==> config.mk <==
export PLATFORM = sky130hd
export DESIGN_NAME = button_debounce_duration_top
export DESIGN_NICKNAME = d
export VERILOG_FILES = /design/src/sv/bdd_pkg.sv /design/src/sv/bdd_step.sv /design/src/sv/button_debounce_duration_top.sv
export SDC_FILE = /design/constraint.sdc
export NUM_CORES = 1
export LEC_CHECK = 0
export BUFFER_PORTS_ARGS = -buffer_cell sky130_fd_sc_hd__buf_2
export CAP_MARGIN = 20
export CORE_MARGIN = 4
export CORE_UTILIZATION = 41
export DETAILED_ROUTE_END_ITERATION = 10
export GPL_TIMING_DRIVEN = 0
export SYNTH_ARGS = -nofsm -noshare
export SYNTH_HDL_FRONTEND = slang
export SYNTH_SLANG_ARGS = --single-unit
==> constraint.sdc <==
create_clock -name clk -period 4.9 [get_ports clk]
set_input_delay 0.98 -clock clk [delete_from_list [all_inputs] [get_ports clk]]
set_output_delay 0.98 -clock clk [all_outputs]
set_load 0.03 [all_outputs]
==> src/sv/bdd_pkg.sv <==
// Package for the button debounce duration block: widths, modes, register
// indexes and the debounce state struct. Depends on nothing.
package bdd_pkg;

  localparam int TIME_BITS  = 32;
  localparam int DUR_BITS   = 32;
  localparam int NOW_BITS   = 32;
  localparam int DELAY_BITS = 16;
  localparam int CFG_IDX_W  = 1;
  localparam int CFG_DATA_W = 16;

  localparam logic [CFG_IDX_W-1:0] REG_MODE  = 1'd0;
  localparam logic [CFG_IDX_W-1:0] REG_DELAY = 1'd1;

  localparam logic [DELAY_BITS-1:0] DELAY_RESET = 16'd50;

  typedef enum logic [1:0] {
    MODE_RELEASE = 2'd0,
    MODE_PRESS   = 2'd1,
    MODE_HOLD    = 2'd2
  } bdd_mode_t;

  typedef struct packed {
    logic                 level;
    logic [TIME_BITS-1:0] change_time;
    logic                 timing;
  } bdd_state_t;

endpackage

==> src/sv/bdd_step.sv <==
// Debounce and duration step for one sample: next state and reported duration.
// Depends on bdd_pkg.
module bdd_step (
  input  bdd_pkg::bdd_mode_t              mode,
  input  logic [bdd_pkg::DELAY_BITS-1:0]  delay,
  input  bdd_pkg::bdd_state_t             state,
  input  logic                            pin_level,
  input  logic [bdd_pkg::NOW_BITS-1:0]    now_ms,
  output bdd_pkg::bdd_state_t             state_nxt,
  output logic [bdd_pkg::DUR_BITS-1:0]    duration
);
  import bdd_pkg::*;

  logic [TIME_BITS-1:0] now_t;
  logic [TIME_BITS-1:0] elapsed;
  logic                 pass;

  assign now_t   = TIME_BITS'(now_ms);
  assign elapsed = now_t - state.change_time;
  // Look only at a level change or while a press is being timed, then wait out the delay.
  assign pass    = ((pin_level != state.level) || state.timing) &&
                   (elapsed >= TIME_BITS'(delay));

  always_comb begin
    state_nxt = state;
    duration  = '0;
    if (pass) begin
      case (mode)
        MODE_RELEASE: begin
          if (pin_level) duration = DUR_BITS'(elapsed);
          state_nxt.level       = pin_level;
          state_nxt.change_time = now_t;
        end
        MODE_PRESS: begin
          if (!pin_level) duration = DUR_BITS'(elapsed);
          state_nxt.level       = pin_level;
          state_nxt.change_time = now_t;
        end
        MODE_HOLD: begin
          if (!pin_level) begin
            // Start timing on the first debounced low, then report the running length.
            if (!state.timing) begin
              state_nxt.change_time = now_t;
              state_nxt.timing      = 1'b1;
            end else begin
              duration = DUR_BITS'(elapsed);
            end
          end else begin
            state_nxt.level       = pin_level;
            state_nxt.change_time = now_t;
            state_nxt.timing      = 1'b0;
          end
        end
        default: begin
          state_nxt = state;
        end
      endcase
    end
  end

endmodule

==> src/sv/button_debounce_duration_top.sv <==
// An accepted item is registered in the input stage, then in the result stage, where its duration shows.
// Throughput: one item per cycle unless the output stalls; the step logic is combinational.
// While a result waits, the input stage holds its item and takes a new one only when empty.
// Reset (rst_n low, synchronous): stages empty, mode 0, delay 50, level released,
// change time zero, timing off.
module button_debounce_duration_top (
  input  logic                            clk,
  input  logic                            rst_n,
  input  logic                            in_valid,
  output logic                            in_ready,
  input  logic                            in_pin_level,
  input  logic [bdd_pkg::NOW_BITS-1:0]    in_now_ms,
  output logic                            out_valid,
  input  logic                            out_ready,
  output logic [bdd_pkg::DUR_BITS-1:0]    out_duration,
  input  logic                            cfg_we,
  input  logic [bdd_pkg::CFG_IDX_W-1:0]   cfg_index,
  input  logic [bdd_pkg::CFG_DATA_W-1:0]  cfg_wdata
);
  import bdd_pkg::*;

  // Configuration registers.
  bdd_mode_t             mode_r;
  logic [DELAY_BITS-1:0] delay_r;

  // Debounce state, updated as an item leaves the input stage.
  bdd_state_t state_r;
  bdd_state_t state_nxt;

  // Input stage.
  logic                s1_valid_r;
  logic                s1_level_r;
  logic [NOW_BITS-1:0] s1_now_r;

  // Result stage.
  logic                out_valid_r;
  logic [DUR_BITS-1:0] out_duration_r;
  logic [DUR_BITS-1:0] duration_nxt;

  logic out_free;
  logic s1_adv;

  // The result slot is free when empty or being drained this cycle.
  assign out_free = !out_valid_r || out_ready;
  assign s1_adv   = s1_valid_r && out_free;
  assign in_ready = !s1_valid_r || s1_adv;

  assign out_valid    = out_valid_r;
  assign out_duration = out_duration_r;

  // Write configuration; the user must write only while the block is idle, as the block does not enforce it.
  always_ff @(posedge clk) begin
    if (!rst_n) begin
      mode_r  <= MODE_RELEASE;
      delay_r <= DELAY_RESET;
    end else if (cfg_we) begin
      case (cfg_index)
        REG_MODE:  mode_r  <= bdd_mode_t'(cfg_wdata[1:0]);
        REG_DELAY: delay_r <= cfg_wdata[DELAY_BITS-1:0];
        default:   mode_r  <= mode_r;
      endcase
    end
  end

  bdd_step u_step (
    .mode      (mode_r),
    .delay     (delay_r),
    .state     (state_r),
    .pin_level (s1_level_r),
    .now_ms    (s1_now_r),
    .state_nxt (state_nxt),
    .duration  (duration_nxt)
  );

  // Capture the item; hold it while the result slot is busy.
  always_ff @(posedge clk) begin
    if (!rst_n) begin
      s1_valid_r <= 1'b0;
    end else if (in_ready) begin
      s1_valid_r <= in_valid;
    end
  end

  always_ff @(posedge clk) begin
    if (in_ready && in_valid) begin
      s1_level_r <= in_pin_level;
      s1_now_r   <= in_now_ms;
    end
  end

  // Advance the state only when the item moves on, so each item updates it once.
  always_ff @(posedge clk) begin
    if (!rst_n) begin
      state_r.level       <= 1'b1;
      state_r.change_time <= '0;
      state_r.timing      <= 1'b0;
    end else if (s1_adv) begin
      state_r <= state_nxt;
    end
  end

  always_ff @(posedge clk) begin
    if (!rst_n) begin
      out_valid_r <= 1'b0;
    end else if (out_free) begin
      out_valid_r <= s1_valid_r;
    end
  end

  always_ff @(posedge clk) begin
    if (s1_adv) begin
      out_duration_r <= duration_nxt;
    end
  end

endmodule

==> impl_metrics.csv <==
group,metric,value,unit
timing,layout_worst_path_cycle_share,94.4,%
power_and_ir_drop,power.internal,2040,uW
hold_path,hold_start,"state_r[14]",
floorplan,start_util,41.9,%
drt,dr_total_vias,5580,
placed_design,dpl_cell_area,7690,sq um
power_and_ir_drop,p_sw_share,29.3,%
placed_design,portBuffers,87,
synthesis,synth.ff_latch_count,119,
drt,vias_per_cell,5.13,
layout,drive_gt1_share,17.1,%
layout,antennaDiodeCount,0,
layout,finalNetCount,958,
setup_path,reg2reg_from,"s1_now_r[4]",
timing,worst_pin_slew,0.903,ns
synthesis,syn_avg_cell_area,9.33,sq um
outcome,status,"completed",
setup_path,startpoint_type,"flip-flop",
setup_path,path_class,"flip-flop to flip-flop",
drt,drt_wl_total,16700,um
power_and_ir_drop,combPwrFrac,20.3,%
clock_network,clk_pin_slew,0.06,ns
setup_path,worstPathRequired,5.06,ns
timing,max_freq,216,MHz
clock_network,cts_tree,"done",
timing,timing.final.crit_period,4.63,ns
setup_path,crit_path_end_kind,"flip-flop",
drt,routedWlPerCell,15.3,um
drt,drc,0,
floorplan,rows,47,
timing,finalHoldViolCount,0,
synthesis,synth-main-ff-cell,"edfxtp_1",
clock_network,cts.sinks,119,
clock_network,clk_latency,0.42,ns
drt,initialDrtViolationCount,319,
power_and_ir_drop,power.switching,844,uW
setup_path,rrSetupSlack,0.27,ns
clock_network,clockBufferDepth,2,
layout,fin_area,8360,sq um
timing,rsz0062_at_grt,"false",
floorplan,fp.dieW,138,um
clock_network,cts_root_buf,"clkbuf_16",
layout,syn_to_final_growth,20.4,%
synthesis,netlist.area_leader.share,28.1,%
power_and_ir_drop,seqPwrFrac,39.5,%
power_and_ir_drop,power_leakage,0.00323,uW
timing,slew_headroom,39.8,%
drt,ant_nets,0,
hold_path,holdPathEnd,"state_r[14]",
synthesis,ys_types,64,
setup_path,crit_path_max_fanout,9,
synthesis,synth_top_area_cell,"edfxtp_1",
synthesis,yosys-top-cells-area,"edfxtp_1 28%, dfxtp_1 16%, ha_1 8.5%",
synthesis,syn_area,6940,sq um
floorplan,ioPinCount,89,
timing,finalSetupViolCount,0,
synthesis,async_flop_share,0,%
synthesis,synth-seq-area-share,43.7,%
hold_path,holdPathStages,2,
hold_path,hp-class,"flip-flop to flip-flop",
placed_design,place_congestion,0.907,
power_and_ir_drop,cellPowerDensity,345,nW/um^2
power_and_ir_drop,vdd_drop_max,0.242,mV
setup_path,crit_arrival,4.79,ns
global_route,grt_max_degree,34,
timing,final.setup.tns,0,ns
synthesis,synth-edff-count,65,
power_and_ir_drop,clockPowerShare,40.3,%
global_route,grt_pass1_vias,5237,
setup_path,reg2regPathDepth,18,
synthesis,synth_nets,847,
timing,skew,0.00903,ns
clock_network,htree_num_levels,4,
floorplan,core,16600,sq um
flow_run,drv_cap,0,
layout,nFillCells,1571,
clock_network,cts-buffers-inserted,17,
synthesis,yosys_warnings,0,
drt,detail_route.first_pass.iterations,4,
global_route,grt_util_all_layers,17.4,%
global_route,grt_pass1_wl,27000,um
synthesis,synth_cells,744,
timing,slew_viol_final,0,
clock_network,hold_buffers,0,
placed_design,hpwl,12700,um
global_route,antenna_found_initial,0,
floorplan,die_y,138,um
floorplan,dieArea,19100,sq um
global_route,grt_remaining_overflow,0,
setup_path,r2r-end,"out_duration[17]",
==> worst max path at each step <==
stage	startpoint	to	slack, ns
floorplan	s1_now_r[0]	out_duration[17]	0.42
global placement	s1_now_r[0]	out_duration[17]	-0.56
detailed placement	s1_now_r[0]	out_duration[17]	-0.57
CTS	s1_now_r[0]	out_duration[17]	0.19
global route	state_r[2]	out_duration[17]	0.01
finish	s1_now_r[4]	out_duration[17]	0.27
==> sequential cells by signal, summed over array words and instances (netlist names) <==
signal and flops:
mode_r 2, out_duration 32, out_valid 1, s1_valid_r 1, state_r 34, s1_now_r 32
delay_r 16, s1_level_r 1
==> power by group through the flow <==
stage               logic, uW  clock network (uW)  registers, uW
global route              655                1240           1140
floorplan                 388                   0           1180
detailed placement        565                   0           1160
finish                    583                1160           1140
global placement          558                   0           1160
CTS                       571                1190           1140
==> kinds of logic after synthesis <==
kind of cell               after synthesis  share of synthesized area, %
DFF                                    119                          43.7
muxes                                   37                          5.35
xor gates and xnor gates                21                          2.65
AOI/OAI and AO/OA                      152                          14.9
adders and majority gates               48                          8.76
and+or+nand+nor                        274                          19.3
buffers and inverters                   93                          5.37
==> repair_timing <==
item | in CTS | in global routing
gates resized for setup | 3 | 16
pin swaps | 1 | 7
gates cloned | 0 | 0
buffers inserted | 2 | 2
endpoints found under the setup margin | 56 | 53
==> placed cells by master (no fill, tap or decap), types with 4 or more instances in the layout <==
cell type,count
mux2i_1,36
a21oi_1,32
ha_1,46
xnor2_1,11
xor2_1,9
nand2b_1,6
nand2_1,127
and2_1,8
inv_1,60
buf_4,4
edfxtp_1,65
or3_1,7
dfxtp_1,54
a211oi_1,5
o211ai_1,8
a21o_1,14
clkinv_4,5
nor2b_1,11
nand4_1,10
and3_1,6
o21ai_0,25
buf_2,87
a31oi_1,6
nor2_1,36
clkbuf_16,17
nand3_1,14
nor3b_1,13
o21a_1,8
clkbuf_1,27
o2111ai_1,4
nor3_1,9
a21boi_0,15
==> cell usage after synthesis (5+ instances only) <==
master     number
a211oi_1        5
a21boi_0       15
a21o_1         14
a21oi_1        33
a31oi_1         6
and2_1          9
and3_1          6
clkbuf_1       29
dfxtp_1        54
edfxtp_1       65
ha_1           47
inv_1          60
mux2i_1        36
nand2_1       128
nand2b_1        6
nand3_1        14
nand4_1        10
nor2_1         36
nor2b_1        13
nor3_1          9
nor3b_1        13
o2111ai_1       5
o211ai_1        8
o21a_1          8
o21ai_0        26
or3_1           7
xnor2_1        11
xor2_1         10
==> layout make-up <==
class	count	area (sq um)	area share, %
buffer	33	153	1.83
clock buffer	17	425	5.09
clock inverter	15	131	1.57
inverter	60	225	2.69
multi-input combinational	532	3620	43.3
sequential	119	3030	36.3
tap	220	275	3.29
timing repair buffer	92	493	5.90
==> per-layer routing <==
metal / up-vias / wire length, um / GRT usage [%] / part of all wire (%)
li1: 2875 / - / - / -
met1: 2546 / 8750 / 25.7 / 52
met2: 144 / 6900 / 25.3 / 41
met3: 15 / 838 / 4.42 / 5.0
met4: 0 / 199 / 5.04 / 1.2
met5: - / 0 / 0 / 0
==> critical path, stage by stage (launching register included) <==
cell and delay, ns:
edfxtp_1 0.43, ha_4 0.27, a21o_1 0.21, a31o_2 0.25, o21a_1 0.23, and4_1 0.22
or2_2 0.30, xor2_2 0.16, ha_1 0.29, a21o_1 0.18, a21o_1 0.16, a21oi_1 0.13
o21ai_1 0.11, a221oi_2 0.29, nand4b_1 0.23, nor4_4 0.34, or2_1 0.14, clkbuf_4 0.20
and3b_1 0.22
==> metrics by stage <==
| stage | std cells | hold slack [ns] | total power, uW | setup WS, ns | utilization [%] |
|---|---|---|---|---|---|
| after floorplan | 744 | 0.435 | 1570 | 0.420 | - |
| after global routing | 1088 | 0.474 | 3030 | 0.0122 | 50.4 |
| after detailed placement | 1052 | 0.448 | 1720 | -0.567 | 46.4 |
| after global placement | 1051 | 0.444 | 1720 | -0.560 | 46.1 |
| after CTS | 1086 | 0.458 | 2900 | 0.192 | 49.9 |
| final | 1088 | 0.455 | 2880 | 0.274 | 50.4 |
(Power assumes the default switching activity.)
